$ cat src/rtl/pmc_pkg.sv
// ----------------------------------------------------------------------------
// pmc_pkg: shared types and character codes for the movetext cleaner
// payload structs for both channels, the inter-stage struct and byte classes
// ----------------------------------------------------------------------------
package pmc_pkg;

	localparam logic [7:0] CH_NUL   = 8'h00;
	localparam logic [7:0] CH_TAB   = 8'h09;
	localparam logic [7:0] CH_LF    = 8'h0A;
	localparam logic [7:0] CH_VT    = 8'h0B;
	localparam logic [7:0] CH_CR    = 8'h0D;
	localparam logic [7:0] CH_SPACE = 8'h20;
	localparam logic [7:0] CH_BANG  = 8'h21;
	localparam logic [7:0] CH_DOLAR = 8'h24;
	localparam logic [7:0] CH_LPAR  = 8'h28;
	localparam logic [7:0] CH_RPAR  = 8'h29;
	localparam logic [7:0] CH_DOT   = 8'h2E;
	localparam logic [7:0] CH_ZERO  = 8'h30;
	localparam logic [7:0] CH_NINE  = 8'h39;
	localparam logic [7:0] CH_SEMI  = 8'h3B;
	localparam logic [7:0] CH_QUEST = 8'h3F;
	localparam logic [7:0] CH_LBRC  = 8'h7B;
	localparam logic [7:0] CH_RBRC  = 8'h7D;

	typedef struct packed {
		logic [7:0] text_byte;
		logic       end_of_text;
	} item_t;

	typedef struct packed {
		logic [7:0] clean_byte;
		logic       byte_present;
		logic       text_done;
	} result_t;

	// byte leaving stage one toward stage two
	typedef struct packed {
		logic       valid;
		logic [7:0] data;
	} mid_t;

	function automatic logic is_digit(input logic [7:0] b);
		is_digit = (b >= CH_ZERO) && (b <= CH_NINE);
	endfunction

endpackage

$ cat src/rtl/pmc_stage_one.sv
// ----------------------------------------------------------------------------
// pmc_stage_one: comment, variation and annotation stripper
// drops markup, collapses separator runs into one space, halts at a NUL or a semicolon
// ----------------------------------------------------------------------------
module pmc_stage_one import pmc_pkg::*; #(
	parameter int MAX_NESTING = 15
) (
	input  logic       clk,
	input  logic       arst_n,
	input  logic       step,
	input  logic       last,
	input  logic [7:0] text_byte,
	output mid_t       mid
);

	localparam int DEPTH_W = $clog2(MAX_NESTING + 1);
	localparam logic [DEPTH_W-1:0] DEPTH_MAX = DEPTH_W'(MAX_NESTING);
	localparam logic [DEPTH_W-1:0] DEPTH_ONE = DEPTH_W'(1);

	logic               in_comment_q, in_comment_d;
	logic               in_variation_q, in_variation_d;
	logic [DEPTH_W-1:0] depth_q, depth_d;
	logic               in_annotation_q, in_annotation_d;
	logic               sep_done_q, sep_done_d;
	logic               any_kept_q, any_kept_d;
	logic               halted_q, halted_d;
	logic               is_sep;

	assign is_sep = text_byte inside {CH_LF, CH_VT, CH_TAB, CH_SPACE, CH_BANG, CH_QUEST, CH_CR};

	always_comb begin
		in_comment_d    = in_comment_q;
		in_variation_d  = in_variation_q;
		depth_d         = depth_q;
		in_annotation_d = in_annotation_q;
		sep_done_d      = sep_done_q;
		any_kept_d      = any_kept_q;
		halted_d        = halted_q;
		mid.valid       = 1'b0;
		mid.data        = text_byte;
		if (halted_q) begin
			mid.valid = 1'b0;
		end else if (in_comment_q) begin
			if (text_byte == CH_RBRC) begin
				in_comment_d = 1'b0;
			end
		end else if (text_byte == CH_SEMI || text_byte == CH_NUL) begin
			halted_d = 1'b1;
		end else if (text_byte == CH_LBRC) begin
			in_comment_d = 1'b1;
		end else if (in_variation_q) begin
			if (text_byte == CH_RPAR) begin
				if (depth_q != '0) begin
					depth_d = depth_q - DEPTH_ONE;
				end
				if (depth_q <= DEPTH_ONE) begin
					in_variation_d = 1'b0;
				end
			end else if (text_byte == CH_LPAR) begin
				if (depth_q < DEPTH_MAX) begin
					depth_d = depth_q + DEPTH_ONE;
				end
			end
		end else if (text_byte == CH_LPAR) begin
			in_variation_d = 1'b1;
			depth_d        = DEPTH_ONE;
		end else if (in_annotation_q && is_digit(text_byte)) begin
			mid.valid = 1'b0;
		end else begin
			in_annotation_d = 1'b0;
			if (text_byte == CH_DOLAR) begin
				in_annotation_d = 1'b1;
			end else if (is_sep) begin
				if (!sep_done_q && any_kept_q) begin
					sep_done_d = 1'b1;
					mid.valid  = 1'b1;
					mid.data   = CH_SPACE;
				end
			end else begin
				sep_done_d = 1'b0;
				any_kept_d = 1'b1;
				mid.valid  = 1'b1;
			end
		end
	end

	always_ff @(posedge clk or negedge arst_n) begin
		if (!arst_n) begin
			in_comment_q    <= 1'b0;
			in_variation_q  <= 1'b0;
			depth_q         <= '0;
			in_annotation_q <= 1'b0;
			sep_done_q      <= 1'b0;
			any_kept_q      <= 1'b0;
			halted_q        <= 1'b0;
		end else if (step) begin
			if (last) begin
				in_comment_q    <= 1'b0;
				in_variation_q  <= 1'b0;
				depth_q         <= '0;
				in_annotation_q <= 1'b0;
				sep_done_q      <= 1'b0;
				any_kept_q      <= 1'b0;
				halted_q        <= 1'b0;
			end else begin
				in_comment_q    <= in_comment_d;
				in_variation_q  <= in_variation_d;
				depth_q         <= depth_d;
				in_annotation_q <= in_annotation_d;
				sep_done_q      <= sep_done_d;
				any_kept_q      <= any_kept_d;
				halted_q        <= halted_d;
			end
		end
	end

endmodule

$ cat src/rtl/pmc_stage_two.sv
// ----------------------------------------------------------------------------
// pmc_stage_two: move number and dot remover
// drops the first byte, dots and move-number digits, one space per gap
// ----------------------------------------------------------------------------
module pmc_stage_two import pmc_pkg::*; (
	input  logic       clk,
	input  logic       arst_n,
	input  logic       step,
	input  logic       last,
	input  mid_t       mid,
	output logic       present,
	output logic [7:0] fin
);

	logic       started_q;
	logic [7:0] prev_q;
	logic       space_emitted_q, space_emitted_d;

	always_comb begin
		present         = 1'b0;
		fin             = mid.data;
		space_emitted_d = space_emitted_q;
		if (mid.valid && started_q) begin
			if (mid.data == CH_DOT) begin
				present = 1'b0;
			end else if (mid.data == CH_SPACE) begin
				if (prev_q != CH_SPACE && !space_emitted_q) begin
					space_emitted_d = 1'b1;
					present         = 1'b1;
				end
			end else if (is_digit(mid.data) && (prev_q == CH_SPACE || is_digit(prev_q))) begin
				present = 1'b0;
			end else begin
				space_emitted_d = 1'b0;
				present         = 1'b1;
			end
		end
	end

	always_ff @(posedge clk or negedge arst_n) begin
		if (!arst_n) begin
			started_q       <= 1'b0;
			prev_q          <= '0;
			space_emitted_q <= 1'b0;
		end else if (step) begin
			if (last) begin
				started_q       <= 1'b0;
				prev_q          <= '0;
				space_emitted_q <= 1'b0;
			end else if (mid.valid) begin
				started_q       <= 1'b1;
				prev_q          <= mid.data;
				space_emitted_q <= space_emitted_d;
			end
		end
	end

endmodule

$ cat src/rtl/pgn_movetext_cleaner.sv
// ----------------------------------------------------------------------------
// pgn_movetext_cleaner: chess movetext cleaner, one byte per transfer
// a kept byte passes the input register and then the result register
// throughput: one input byte per cycle while the result channel does not stall,
//   set by the combinational filter stages between the input register and the result register
// reset: arst_n clears all filter state and both valid flags at once;
//   an end-of-text byte also returns the filters to their reset state
// ----------------------------------------------------------------------------
module pgn_movetext_cleaner import pmc_pkg::*; #(
	parameter int MAX_NESTING = 15
) (
	input  logic    clk,
	input  logic    arst_n,
	// input channel
	input  logic    item_valid,
	output logic    item_stall,
	input  item_t   item,
	// result channel
	output logic    result_valid,
	input  logic    result_stall,
	output result_t result
);

	// input register
	logic       item_valid_s1;
	item_t      item_s1;

	// result register
	logic       result_valid_q;
	result_t    result_q;

	// filter datapath
	mid_t       mid;
	logic       present;
	logic [7:0] fin;
	logic       emit;
	logic       advance;
	logic       result_free;

	// a result is produced for a kept byte or for the closing byte
	assign emit        = present || item_s1.end_of_text;
	// the result register can take a new result this cycle
	assign result_free = !result_valid_q || !result_stall;
	// items that make no result never wait on the output side
	assign advance     = item_valid_s1 && (!emit || result_free);
	// the input register refills in the same cycle that it drains
	assign item_stall  = item_valid_s1 && !advance;

	assign result_valid = result_valid_q;
	assign result       = result_q;

	pmc_stage_one #(
		.MAX_NESTING(MAX_NESTING)
	) u_stage_one (
		.clk       (clk),
		.arst_n    (arst_n),
		.step      (advance),
		.last      (item_s1.end_of_text),
		.text_byte (item_s1.text_byte),
		.mid       (mid)
	);

	pmc_stage_two u_stage_two (
		.clk     (clk),
		.arst_n  (arst_n),
		.step    (advance),
		.last    (item_s1.end_of_text),
		.mid     (mid),
		.present (present),
		.fin     (fin)
	);

	// input register: load on every transfer, drop when the item moves on
	always_ff @(posedge clk or negedge arst_n) begin
		if (!arst_n) begin
			item_valid_s1 <= 1'b0;
		end else if (item_valid && !item_stall) begin
			item_valid_s1 <= 1'b1;
		end else if (advance) begin
			item_valid_s1 <= 1'b0;
		end
	end

	always_ff @(posedge clk) begin
		if (item_valid && !item_stall) begin
			item_s1 <= item;
		end
	end

	// result register: holds while stalled, otherwise takes the next result or empties
	always_ff @(posedge clk or negedge arst_n) begin
		if (!arst_n) begin
			result_valid_q <= 1'b0;
		end else if (advance && emit) begin
			result_valid_q <= 1'b1;
		end else if (!result_stall) begin
			result_valid_q <= 1'b0;
		end
	end

	always_ff @(posedge clk) begin
		if (advance && emit) begin
			result_q.clean_byte   <= present ? fin : 8'h00;
			result_q.byte_present <= present;
			result_q.text_done    <= item_s1.end_of_text;
		end
	end

	// the input side only stalls while an item sits in the input register
	assert property (@(posedge clk) disable iff (!arst_n)
		item_stall |-> item_valid_s1)
		else $error("input stalled with an empty input register");

	// a result leaving the filters shows up on the next edge
	assert property (@(posedge clk) disable iff (!arst_n)
		advance && emit |=> result_valid_q)
		else $error("filtered result lost");

	// a result without a byte must be the closing one
	assert property (@(posedge clk) disable iff (!arst_n)
		result_valid_q && !result_q.byte_present |-> result_q.text_done)
		else $error("empty result that does not close the text");

	// a zero byte ends the text and can never be passed through
	assert property (@(posedge clk) disable iff (!arst_n)
		result_valid_q && result_q.byte_present |-> result_q.clean_byte != 8'h00)
		else $error("zero byte passed through");

endmodule
$ cat config.mk
export PLATFORM = sky130hd
export DESIGN_NAME = pgn_movetext_cleaner
export DESIGN_NICKNAME = d
export VERILOG_FILES = /design/src/rtl/pmc_pkg.sv /design/src/rtl/pmc_stage_one.sv /design/src/rtl/pmc_stage_two.sv /design/src/rtl/pgn_movetext_cleaner.sv
export SDC_FILE = /design/constraint.sdc
export NUM_CORES = 1
export LEC_CHECK = 0
export ABC_AREA = 1
export BUFFER_PORTS_ARGS = -buffer_cell sky130_fd_sc_hd__buf_2
export CAP_MARGIN = 5
export CORE_MARGIN = 2
export CORE_UTILIZATION = 63
export CTS_BUF_LIST = sky130_fd_sc_hd__clkbuf_4 sky130_fd_sc_hd__clkbuf_8 sky130_fd_sc_hd__clkbuf_16
export DETAILED_ROUTE_END_ITERATION = 6
export PLACE_DENSITY_LB_ADDON = 0.25
export SYNTH_ARGS = -nofsm -noshare
export SYNTH_HDL_FRONTEND = slang
export SYNTH_SLANG_ARGS = --single-unit
export TNS_END_PERCENT = 100
$ cat constraint.sdc
create_clock -name clk -period 6.26 [get_ports clk]
set_clock_uncertainty 0.2 [all_clocks]
set_input_delay 0 -clock clk [delete_from_list [all_inputs] [get_ports clk]]
set_output_delay 0 -clock clk [all_outputs]
set_load 0.01 [all_outputs]
[Yosys cells after proc, flatten, opt, wreduce, memory -nomap -nowiden]
Index checks and enable logic that the tools add are counted.
Cells by class
  add/subtract/negate cells: 2
  equal/unequal tests: 33
  reductions and logical operators: 40
  magnitude comparators: 8
  muxes and demuxes: 93
Operators by type and width (number)
  $eq A8 B6 Y1 const B: 10
  $mux W1: 70
  $mux W9: 7
  $mux W4: 11
  $mux W8: 5
  $eq A8 B4 Y1 const B: 4
  $ge A8 B6 Y1 const B: 3
  $le A8 B6 Y1 const B: 3
  $ne A2 B2 Y1 const B: 10
  $reduce_and A10 Y1: 2
  $eq A8 B7 Y1 const B: 2
  $logic_and A1 B1 Y1: 12
  $reduce_and A9 Y1: 1
  $logic_not A8 Y1: 1
  $ne A4 B4 Y1 const B: 2
  $ne A8 B6 Y1 const B: 1
  $reduce_and A8 Y1: 1
  $logic_not A1 Y1: 7
  $reduce_bool A7 Y1: 1
  $ne A3 B3 Y1 const B: 2
  $reduce_and A6 Y1: 1
  $reduce_bool A2 Y1: 3
  $reduce_bool A3 Y1: 2
  $logic_or A1 B1 Y1: 5
  other kinds (9): 10
Storage, ports and cells
  input port bits: 13
  word-level logic and storage cells: 193
  output and inout port bits: 12
  register bits after elaboration: 41

[Logic depth before layout (Yosys ltp)]
Gate-level depths: netlist (run 1).
  depth in word-level cells: 28
  mapped depth: 21
  gate-level depth less buffers: 21

[Cells and area by module]
Synthesis (run 1) repeated with hierarchy kept, for this count alone.
Second synthesis, totals
  cell total of the unflattened synthesis: 327
  area, all modules: 2544.9 um2
By module, submodules not included
  pmc_stage_one: seq. area each 250.2 um2, cells each 188, instances 1, area an instance 1143.6 um2
  pgn_movetext_cleaner: seq. area each 620.6 um2, cells each 51, instances 1, area an instance 789.5 um2
  pmc_stage_two: seq. area each 250.2 um2, cells each 88, instances 1, area an instance 611.8 um2

[Worst setup path after synthesis (run 1)]
Ideal clock, no wire load.
  kind: reg2reg
  start: reg item_s1[8] (netlist bit)
  end: reg result_q (netlist bit result[0]), enable pin
  clock period less this slack: 2731 ps
  cell stages (with the launch flop): 19
  path slack: 3529 ps
  path buffers: 1
  required time: 5726 ps
  arrival: 2197 ps
  cell sequence: edfxtp_1 nor2_2 nand2_2 nor2_1 nor2_1 nand2_2 nand2_1 nand2_1 nand2_2 nand2_1 nand3_2 nor2_2 nand3_1 nand2_1 nor2_4 a21oi_4 buf_6 nand2_1 inv_1
Between the ends
  cells in the longest elaborated chain, start to end: 23
  elaborated cells between the ends (all ways): 47
  those cells by class: order compare (4); eq/ne (13); mux (17); reduce/logical (13)
Ends and longest elaborated chain
  from (decl): line pgn_movetext_cleaner.sv:26  | item_t item_s1;
  from (signal assigned): line pgn_movetext_cleaner.sv:86  | item_s1 <= item;
  $eq A8 B4 Y1 / $eq A8 B6 Y1 (equally long branches): line pmc_stage_one.sv:29  | assign is_sep = text_byte inside {CH_LF, CH_VT, CH_TAB, CH_SPACE, CH_BANG, CH_QUEST, CH_CR};
  $reduce_bool A7 Y1: line pmc_stage_one.sv:29
  $mux W8: line pmc_stage_one.sv:73  | end else if (is_sep) begin
  $mux W9: line pmc_stage_one.sv:71  | if (text_byte == CH_DOLAR) begin
  $mux W8: line pmc_stage_one.sv:67  | end else if (in_annotation_q && is_digit(text_byte)) begin
  $mux W9: line pmc_stage_one.sv:64  | end else if (text_byte == CH_LPAR) begin
  $mux W9: line pmc_stage_one.sv:51  | end else if (in_variation_q) begin
  $mux W9: line pmc_stage_one.sv:49  | end else if (text_byte == CH_LBRC) begin
  [... 7 more ...]
  $mux W1: line pmc_stage_two.sv:26  | end else if (mid.data == CH_SPACE) begin
  $mux W1: line pmc_stage_two.sv:24  | if (mid.data == CH_DOT) begin
  $mux W1 *: line pmc_stage_two.sv:23  | if (mid.valid && started_q) begin
  $logic_or A1 B1 Y1 *: line pgn_movetext_cleaner.sv:41  | assign emit = present || item_s1.end_of_text;
  $logic_not A1 Y1: line pgn_movetext_cleaner.sv:45  | assign advance = item_valid_s1 && (!emit || result_free);
  $logic_or A1 B1 Y1: line pgn_movetext_cleaner.sv:45
  $logic_and A1 B1 Y1: line pgn_movetext_cleaner.sv:45
  $logic_and A1 B1 Y1 *: line pgn_movetext_cleaner.sv:102  | if (advance && emit) begin
  to (decl): line pgn_movetext_cleaner.sv:30  | result_t result_q;
Mark *: on every way between the ends. The rest lies on a longest branch, timed or not.
A chain may end at the register's enable or synchronous reset.

[Worst setup path in the final report (run 1)]
  start: reg item_s1[8] (netlist bit)
  end: reg result_q (netlist bit result[7]), enable pin
Same word-level chain as after synthesis.

==> impl_metrics.ini, run 1 <==
[run_status]
status = finished with violations
violations = negative hold slack

[logic_synthesis]
ys_ff_latch = 41
syn_area_sq_um = 2380
synth_compound_area_frac = 0.0698
synth.distinct_cells = 36
synth-seq-area-share = 0.470
syn_inst = 311
synth_top_family_by_area = simple AND/OR/NAND/NOR gates
syn_area_per_cell_sq_um = 7.67
synthAdderAreaFrac = 0.0210
synth_simple_gate_area_share = 0.349
synth_xor_area_frac = 0.0110
muxShareOfSynthArea = 0
ys_async_sr_fraction = 0.537
synth_edf_count = 19
syn_nets = 328
synth_flop_cell = dfrtp_1
yosys_warnings = 0

[pwr]
seq_power_share = 0.453
p_clk_frac = 0.247
power.internal_uw = 551
netSwitchingFraction = 0.351
power.density_cell_area_nw_per_um2 = 307
p_switching_uw = 298
ir_drop_uv = 173
power_frac_comb = 0.300
leakage_uw = 0.00140

[finish]
drive_above_1_share = 0.155
antenna_cells = 0
seqCellArea_sq_um = 1120
fillerInstances = 291
nets = 364
multi_input_area_sq_um = 1080
syn_to_final_growth_pct = 15.8

[floorplan]
die_x_um = 65.5
design.die.area_sq_um = 4290
core-area_sq_um = 3660
die_y_um = 65.5
rows = 22
ios = 25
start_util = 0.651

[route]
drt-initial-drc-count = 156
drt_pre_antenna_iters = 6
drc_errors = 0
post_drt_wl_per_cell_um = 13.6
vias = 2141
wl_mm = 5.40
final_antenna_net_count = 0
drt-vias-per-instance = 5.41

[placement]
numPortBuffers = 24
place_congestion = 0.967
hpwl_mm = 3.94
place_ws_ps = 2880

[timing]
hold_viol = 1
min_period_over_period = 0.553
worst_slew_pin_slew_ps = 724
fin_setup_tns_ps = 0
slew_headroom = 0.514
finalCriticalPeriod_ps = 3460
grt_setup_unrepaired = no
slew_viol_final = 0
setup-violations-final = 0
fin_ws_ps = 2800
holdWs_ps = -0.114
max_freq_mhz = 289

[setup_path]
crit_arrival_ps = 3220
cp.required_ps = 6020
cp-end-kind = flop
crit_fanout = 20
reg2reg_depth = 17
crit_type = reg -> reg
start_kind = flop

[run]
cap_violations = 0

[clocking]
clkSinkCount = 41
cts_tree = done
cts_buffers = 5
insertion_delay_ps = 300
cts_root_buffer = clkbuf_8
clk_pin_slew_ps = 80
h-tree-depth = 2
ctsResizeCount = 0
ctsLongestPathBuffers = 2

[grt]
track_usage = 0.281
grt_max_degree = 23
overflow = 0
grt_antenna_before_repair = 0
grt_first_pass_wirelength_mm = 8.97
grt_pass1_vias = 1993

[min_path]
hold_path.class = in -> async
-- cells by family (layout without fill, tap and decap cells) --
group	Yosys count	after routing
xor+xnor	3	3
simple gates	189	189
flops	41	41
buf+inv	47	84
compound gates	27	27
fa+ha+maj	4	4
-- layout make-up --
class	instances	share of cell area
tap	48	0.0217
sequential	41	0.406
inverter	40	0.0543
timing repair buffer	36	0.0870
clock buffer	8	0.0417
multi-input combinational	223	0.389
-- registers in the layout, summed over array words and instances, names as in the netlist, 4 cells and up --
name,flops
item_s1,9
result,10
u_stage_one.depth_q,4
u_stage_two.prev_q,8
-- metrics by stage --
stage / hold WS, ps / power (uW) / utilization / cell area (sq um) / std cells
floorplan: -496 / 568 / - / 2380 / 311
global placement: -205 / 626 / 0.690 / 2530 / 376
CTS: 13.9 / 846 / 0.755 / 2760 / 396
detailed placement: -204 / 633 / 0.690 / 2530 / 376
finish: -0.114 / 849 / 0.755 / 2760 / 396
global route: 58.2 / 902 / 0.755 / 2760 / 396
-- critical path, stage by stage (launching register included) --
cell and delay (ps):
edfxtp_1 430, nor2_2 260, nand2_2 120, nor2_1 100, nor2_1 70, nand2_2 100
nand2_1 60, nand2_1 70, nand2_2 100, nand2_1 150, nand3_2 120, nor2_2 120
nand3_1 80, nand2_1 110, nor2_4 60, a21oi_4 450, nand2_1 190, inv_1 320
-- layer usage --
layer / track usage / share of wire / wire length (um)
met2: 0.483 / 0.47 / 2560
met3: 0.0531 / 0.066 / 357
met4: 0.109 / 0.033 / 180
met1: 0.352 / 0.43 / 2310
met5: 0 / 0 / 0
-- cell usage in the layout (no fill, tap or decap), types with 3 or more instances in the layout --
cell type      instances
nand2_1               84
nor2_1                48
inv_1                 34
nand3_1               25
buf_2                 24
dfrtp_1               22
edfxtp_1              19
dlygate4sd3_1         12
nor3_1                10
a21oi_1                8
clkbuf_8               6
inv_2                  5
nand2_2                5
o21ai_0                5
o21ai_1                4
ha_1                   4
or2_2                  3
nand3b_1               3
nor2_2                 3
a31oi_1                3
-- what timing repair did --
action,4_1_cts,5_1_grt
hold endpoints to repair,33,0
buffers inserted,0,0
hold buffers,12,0
-- final timing paths --
kind                                       start                          to  slack (ps)
max                                   item_s1[8]                   result[7]        2800
min                                       arst_n  u_stage_one.in_variation_q        -0.1
max reg2reg                           item_s1[8]                   result[7]        2800
min reg2reg                u_stage_two.prev_q[7]       u_stage_two.prev_q[7]         280
max in group asynchronous                 arst_n               item_valid_s1        5500
min in group clk                         item[1]                  item_s1[1]         200
-- power groups by stage --
stage          registers (uW)  clock network (uW)  logic, uW
6_report                  384                 210        254
5_1_grt                   391                 223        288
4_1_cts                   384                 211        252
3_5_place_dp              390                   0        243
3_3_place_gp              388                   0        238
2_1_floorplan             387                   0        181
-- Yosys cell counts, types with 4 or more instances --
library cell,instances,area share
nor2_1,48,0.076
dfrtp_1,22,0.23
o21ai_0,5,0.010
edfxtp_1,19,0.24
nand2_2,5,0.013
nand3_1,25,0.052
nor3_1,10,0.021
inv_1,34,0.054
clkbuf_1,4,0.0063
o21ai_1,4,0.0084
nand2_1,84,0.13
inv_2,5,0.0079
ha_1,4,0.021
a21oi_1,8,0.017
Note: power is estimated with default switching activity, not from simulation.
==> run 2, diff against run 1 <==
--- a/config.mk
+++ b/config.mk
@@ -5,11 +5,11 @@
 export SDC_FILE = /design/constraint.sdc
 export NUM_CORES = 1
 export LEC_CHECK = 0
-export ABC_AREA = 1
+export ABC_AREA = 0
 export BUFFER_PORTS_ARGS = -buffer_cell sky130_fd_sc_hd__buf_2
 export CAP_MARGIN = 5
 export CORE_MARGIN = 2
-export CORE_UTILIZATION = 63
+export CORE_UTILIZATION = 53
 export CTS_BUF_LIST = sky130_fd_sc_hd__clkbuf_4 sky130_fd_sc_hd__clkbuf_8 sky130_fd_sc_hd__clkbuf_16
 export DETAILED_ROUTE_END_ITERATION = 6
 export PLACE_DENSITY_LB_ADDON = 0.25
==> constraint.sdc (replaced) <==
create_clock -name clk -period 2.9 [get_ports clk]
set_clock_uncertainty 0.2 [all_clocks]
set_input_delay 0 -clock clk [delete_from_list [all_inputs] [get_ports clk]]
set_output_delay 0 -clock clk [all_outputs]
set_load 0.01 [all_outputs]
==> run 2 against run 1 <==
- the run ends with negative hold slack, negative setup slack left
- largest cell class is now multi-input combinational cells
- core utilization grew 1.2 points
- setup slack lost 3100 ps
- highest routed layer unchanged
- cell count shrank 6.8%
- critical path type is now reg -> out
==> impl_metrics.ini, run 2 <==
[timing]
hold_viol = 3
grt_setup_unrepaired = yes
slew_viol_final = 0
holdWs_ps = -2.24
setup-violations-final = 41
max_freq_mhz = 316
fin_ws_ps = -263
finalCriticalPeriod_ps = 3160
worst_slew_pin_slew_ps = 551
slew_headroom = 0.632
min_period_over_period = 1.09

[placement]
place_ws_ps = -106
hpwl_mm = 4.43
numPortBuffers = 24
place_congestion = 0.903
placedCellCount = 335

[logic_synthesis]
synth_flop_cell = dfrtp_1
yosys_warnings = 0
muxShareOfSynthArea = 0.0473
syn_area_sq_um = 2330
synthMostInstantiatedCell = nor2_1
syn_inst = 229
ys_ff_latch = 41
synth_compound_area_frac = 0.166
synth_common_cells = 23 x nor2_1, 22 x dfrtp_1, 19 x edfxtp_1
synth.distinct_cells = 53
ys_async_sr_fraction = 0.537
synth_area_leader_cell = edfxtp_1
synthTopCellsByArea = edfxtp_1 25%, dfrtp_1 24%, mux2_2 3.9%, nor2_1 3.7%, nor2b_1 2.7%
syn_nets = 246
syn_area_per_cell_sq_um = 10.2
synth_xor_area_frac = 0.00752
synth_edf_count = 19
synthAdderAreaFrac = 0.0215
synth-seq-area-share = 0.481
synth_top_area_frac = 0.245
synth_simple_gate_area_share = 0.242
synth_top_family_by_area = simple AND/OR/NAND/NOR gates

[clocking]
insertion_delay_ps = 300
ctsLongestPathBuffers = 2
clkSinkCount = 41
clk_pin_slew_ps = 80
h-tree-depth = 2
cts_tree = done
cts_root_buffer = clkbuf_8
cts_buffers = 5

[finish]
fillerInstances = 276
drive_above_1_share = 0.375
largest_reg_flops = 10
nets = 333
final_cell_mix = 47 x buf_4, 23 x buf_2, 22 x dfrtp_1
fin_cells = 369
syn_to_final_growth_pct = 41.4
final_common_cell = buf_4
antenna_cells = 0

[setup_path]
crit_arrival_ps = 2960
path_depth = 12
rrSetupSlack_ps = -240
cp_top_family = compound AO/OA/AOI/OAI gates
critical-path-max-stage-delay_ps = 410
cp-end-kind = primary output
worstPathCellList = buf_4, nand4_1, or2_4, a311o_1, or2_1, a311o_1, o2111a_1, o211ai_1, buf_4, buf_6, inv_2, buf_6
reg2reg_to = result[0]
reg2reg_from = item_s1[2]
cp.required_ps = 2700
crit_fanout = 8
cpMaxStageDelayCell = a311o_1
reg2reg_depth = 10
start_kind = flop
critPathBufInv = 5
crit_type = reg -> out

[route]
wl_mm = 6.67
vias = 2247
final_antenna_net_count = 0
post_drt_wl_per_cell_um = 18.1
drt-vias-per-instance = 6.09
drt-initial-drc-count = 184
drc_errors = 0
drt_pre_antenna_iters = 5

[pwr]
leakage_uw = 0.00144
power.density_cell_area_nw_per_um2 = 580
ir_drop_uv = 342

[run_status]
status = finished with violations
violations = negative hold slack, negative setup slack

[floorplan]
ios = 25
rows = 24
start_util = 0.542
die_y_um = 70.3
design.die.area_sq_um = 4940
core-area_sq_um = 4290
die_x_um = 70.3

[grt]
grt_pass1_vias = 2073
track_usage = 0.260
overflow = 0
grt_first_pass_wirelength_mm = 10.0
grt_antenna_before_repair = 0
grt_max_degree = 23

[run]
cap_violations = 0

[min_path]
hold_path.class = in -> async
==> run 2: cell count changes after synthesis, moves of 7 or more <==
| cell | delta |
|---|---|
| nor2_1 | -25 |
| nand3_1 | -18 |
| and2_1 | +7 |
| mux2_2 | +8 |
| nand2_1 | -69 |
| nor2b_1 | +10 |
| inv_1 | -25 |
==> run 2: worst max-delay path by stage <==
| stage | startpoint | endpoint | slack [ps] |
|---|---|---|---|
| floorplan | item_s1[1] | u_stage_two.prev_q[0] | -240 |
| global placement | item_s1[2] | item_s1[8] | -50 |
| detailed placement | item_s1[4] | u_stage_one.halted_q | -110 |
| CTS | item_s1[4] | item_stall | -140 |
| global route | item_s1[1] | item_stall | -430 |
| finish | item_s1[2] | item_stall | -260 |
==> run 2: logic make-up (layout without fill, tap and decap cells) <==
group	count (synthesis)	in the layout
AND/OR/NAND/NOR	101	102
AO/OA/AOI/OAI	51	51
flip-flops	41	41
buffers and inverters	20	107
multiplexers	10	10
adder cells (fa/ha/maj)	4	4
XOR/XNOR	2	2
==> run 2: cell type report <==
type	instances	area, sq um	area share
clock buffer	7	96.3	0.0293
timing repair buffer	90	687	0.209
multi-input combinational	169	1280	0.390
tap	52	65.1	0.0198
sequential	41	1120	0.341
inverter	9	33.8	0.0103
clock inverter	1	5.00	0.00152
==> run 2: layer usage <==
layer | up-vias | global-route usage | wire length, um
met5 | - | 0 | 0
met4 | 0 | 0.0684 | 144
met3 | 15 | 0.0390 | 367
met2 | 99 | 0.457 | 3440
met1 | 1096 | 0.332 | 2710
li1 | 1037 | - | -
==> run 2: report_power, final <==
part	total [uW]	switching, uW	internal [uW]	leakage, uW
clock network	407	192	215	0.0000542
logic	661	315	346	0.000915
registers	842	107	735	0.000468
total	1910	614	1300	0.00144
==> run 2: what timing repair did <==
item                                   4_1_cts  5_1_grt
endpoints found under the hold margin       44        0
hold buffers                                12        0
resized for setup                            2       33
pin swaps                                    6       17
setup buffers                                6        7
setup endpoints to repair                   36       48
cloned                                       1        0
==> run 2: metrics by stage <==
stage               power, uW  area, sq um   util  TNS [ps]
floorplan                1170         2360      -     -3340
global placement         1350         2820  0.657      -518
detailed placement       1380         2820  0.657     -1780
CTS                      1810         3100  0.721     -2550
global route             2010         3290  0.767    -13750
finish                   1910         3290  0.767     -6490
==> run 3, diff against run 2 <==
--- a/config.mk
+++ b/config.mk
@@ -13,7 +13,9 @@
 export CTS_BUF_LIST = sky130_fd_sc_hd__clkbuf_4 sky130_fd_sc_hd__clkbuf_8 sky130_fd_sc_hd__clkbuf_16
 export DETAILED_ROUTE_END_ITERATION = 6
 export PLACE_DENSITY_LB_ADDON = 0.25
+export SLEW_MARGIN = 10
 export SYNTH_ARGS = -nofsm -noshare
 export SYNTH_HDL_FRONTEND = slang
+export SYNTH_HIERARCHICAL = 1
 export SYNTH_SLANG_ARGS = --single-unit
 export TNS_END_PERCENT = 100
==> run 3 against run 2 <==
- the flow finishes with violations (negative setup slack)
- synthesized area increased by 5.8%
- hold slack improved by 5.7 ps
- critical path depth increased by 2
- fmax decreased by 12%
- cell area increased by 3.1%
- clock power increased by 12%
- register-to-register slack got worse by 450 ps
- critical path type unchanged
- largest power group unchanged
- highest routed layer unchanged
==> impl_metrics.ini, run 3 <==
[route]
post_drt_wl_per_cell_um = 17.6
drt_pre_antenna_iters = 6
wl_mm = 6.73
drc_errors = 0
final_antenna_net_count = 0
vias = 2306
drt-vias-per-instance = 6.04
drt-initial-drc-count = 187

[pwr]
leakage_uw = 0.00146
power_uw = 1620
p_switching_uw = 465
seq_power_share = 0.446
power.internal_uw = 1150
ir_drop_uv = 330
netSwitchingFraction = 0.288
power.density_cell_area_nw_per_um2 = 476
p_clk_frac = 0.282
power_frac_comb = 0.272

[floorplan]
core-area_sq_um = 4410
design.die.area_sq_um = 5210
die_x_um = 72.2
rows = 24
die_y_um = 72.2
start_util = 0.558
ios = 25

[logic_synthesis]
syn_area_per_cell_sq_um = 10.4
synth_top_family_by_area = simple AND/OR/NAND/NOR gates
synth.distinct_cells = 65
synthAdderAreaFrac = 0.0203
synth_flop_cell = dfrtp_1
synth_edf_count = 19
synth_area_leader_cell = edfxtp_1
synth_top_area_frac = 0.232
synth_compound_area_frac = 0.166
ys_ff_latch = 41
synth_xor_area_frac = 0.00711
ys_async_sr_fraction = 0.537
synth_simple_gate_area_share = 0.273
muxShareOfSynthArea = 0.0147
synthMostInstantiatedCell = dfrtp_1
synth-seq-area-share = 0.455
synthTopCellsByArea = edfxtp_1 23%, dfrtp_1 22%, o21ai_0 3.3%, buf_4 3.0%, nand2_1 3.0%
yosys_warnings = 6
syn_area_sq_um = 2460
syn_nets = 255
syn_inst = 238
synth_common_cells = 22 x dfrtp_1, 20 x nand2_1, 19 x edfxtp_1

[grt]
grt_max_degree = 31
overflow = 0
grt_pass1_vias = 2282
grt_first_pass_wirelength_mm = 10.9
grt_antenna_before_repair = 0
track_usage = 0.272

[timing]
setup-violations-final = 51
fin_ws_ps = -708
hold_viol = 0
finalCriticalPeriod_ps = 3610
slew_headroom = 0.655
worst_slew_pin_slew_ps = 517
grt_setup_unrepaired = yes
max_freq_mhz = 277
slew_viol_final = 0
min_period_over_period = 1.24

[placement]
numPortBuffers = 24
place_congestion = 0.932
hpwl_mm = 4.28

[clocking]
ctsLongestPathBuffers = 2
cts_root_buffer = clkbuf_8
cts_tree = done
clkSinkCount = 41
cts_buffers = 5
insertion_delay_ps = 300
h-tree-depth = 2
clk_pin_slew_ps = 80

[setup_path]
crit_arrival_ps = 3410
cp.required_ps = 2700
crit_fanout = 5
reg2reg_to = u_stage_one/depth_q[3]
reg2reg_depth = 15
rrSetupSlack_ps = -690
cp-end-kind = primary output
crit_type = reg -> out
start_kind = flop
reg2reg_from = item_s1[4]

[min_path]
hold_path.class = in -> async

[finish]
final_core_util = 0.769
final_common_cell = buf_4
drive_above_1_share = 0.415
syn_to_final_growth_pct = 37.8
largest_reg_flops = 10
final_cell_mix = 62 x buf_4, 24 x buf_2, 22 x dfrtp_1
antenna_cells = 0
nets = 346

[run_status]
violations = negative setup slack
status = finished with violations

[run]
cap_violations = 0
-- run 3: changes by cell type in the layout (fill, tap and decap cells not counted), sizes merged, moves of 6 or more --
| cell | before | now |
|---|---|---|
| a21oi | 2 | 8 |
| buf | 78 | 90 |
| mux2 | 8 | 2 |
| nor2 | 23 | 11 |
| o211ai | 6 | 0 |
| o21ai | 9 | 19 |
-- run 3: what timing repair did --
action	CTS	global route
endpoints found under the setup margin	51	51
hold buffers	12	0
gates cloned	2	0
endpoints found under the hold margin	52	0
buffers inserted	10	3
pin swaps	7	4
resized for setup	6	2
-- run 3: kinds of logic (layout without fill, tap and decap cells) --
kind of cell	count (synthesis)	after routing
buf+inv	31	122
fa+ha+maj	4	4
mux	3	3
compound gates	55	56
flops	41	41
xor+xnor	2	2
simple gates	102	102
-- run 3: power by group through the flow --
stage                     Clock, uW  Combinational, uW  Sequential [uW]
final                           456                439              721
after global routing            476                471              728
after CTS                       458                416              719
after detailed placement          0                359              732
after global placement            0                353              729
after floorplan                   0                220              736
-- run 3: how the worst max path moves through the flow --
| stage | startpoint | to | depth (start not counted) |
|---|---|---|---|
| finish | item_s1[4] | item_stall | 14 |
| floorplan | item_s1[3] | u_stage_one/sep_done_q | 15 |
| global route | item_s1[4] | u_stage_one/sep_done_q | 14 |
| detailed placement | item_s1[3] | u_stage_one/sep_done_q | 14 |
| CTS | item_s1[3] | u_stage_one/sep_done_q | 14 |
| global placement | item_s1[3] | u_stage_one/sep_done_q | 14 |
-- run 3: area by class of cell --
class | instances | area, sq um
Clock inverter | 3 | 41.3
Inverter | 12 | 45.0
Clock buffer | 5 | 68.8
Multi-Input combinational cell | 167 | 1290
Tap cell | 52 | 65.1
Sequential cell | 41 | 1120
Fill cell | 269 | 1020
Timing Repair Buffer | 102 | 759
-- run 3: critical path, cell delays in order, from the launching register on --
cell and delay (ps):
edfxtp_1 480, nor4b_2 330, o2bb2a_2 250, nand2_2 90
nor4b_4 310, or2_1 180, nor3b_4 240, nand3_2 130
mux2_4 300, a41oi_4 160, buf_6 140, o21ai_2 90
buf_4 170, nor2_1 80, buf_2 140
-- run 3: per-stage QoR --
stage / instances / setup WS (ps) / hold slack (ps) / setup TNS [ps] / area (sq um)
final: 382 / -708 / 3.44 / -29240 / 3390
after global routing: 382 / -924 / 61.3 / -38650 / 3390
after CTS: 379 / -592 / 19.2 / -23210 / 3360
after detailed placement: 348 / -628 / -198 / -25020 / 3000
after global placement: 348 / -547 / -203 / -20390 / 3000
after floorplan: 238 / -591 / -496 / -16120 / 2550
-- run 3: per-layer routing --
metal | share of wire | vias to the layer above | track usage | wire length [um]
met5 | 0 | - | 0 | 0
met4 | 0.023 | 0 | 0.0985 | 156
met3 | 0.061 | 25 | 0.0500 | 407
met2 | 0.52 | 116 | 0.473 | 3480
met1 | 0.40 | 1106 | 0.336 | 2680
li1 | - | 1059 | - | -
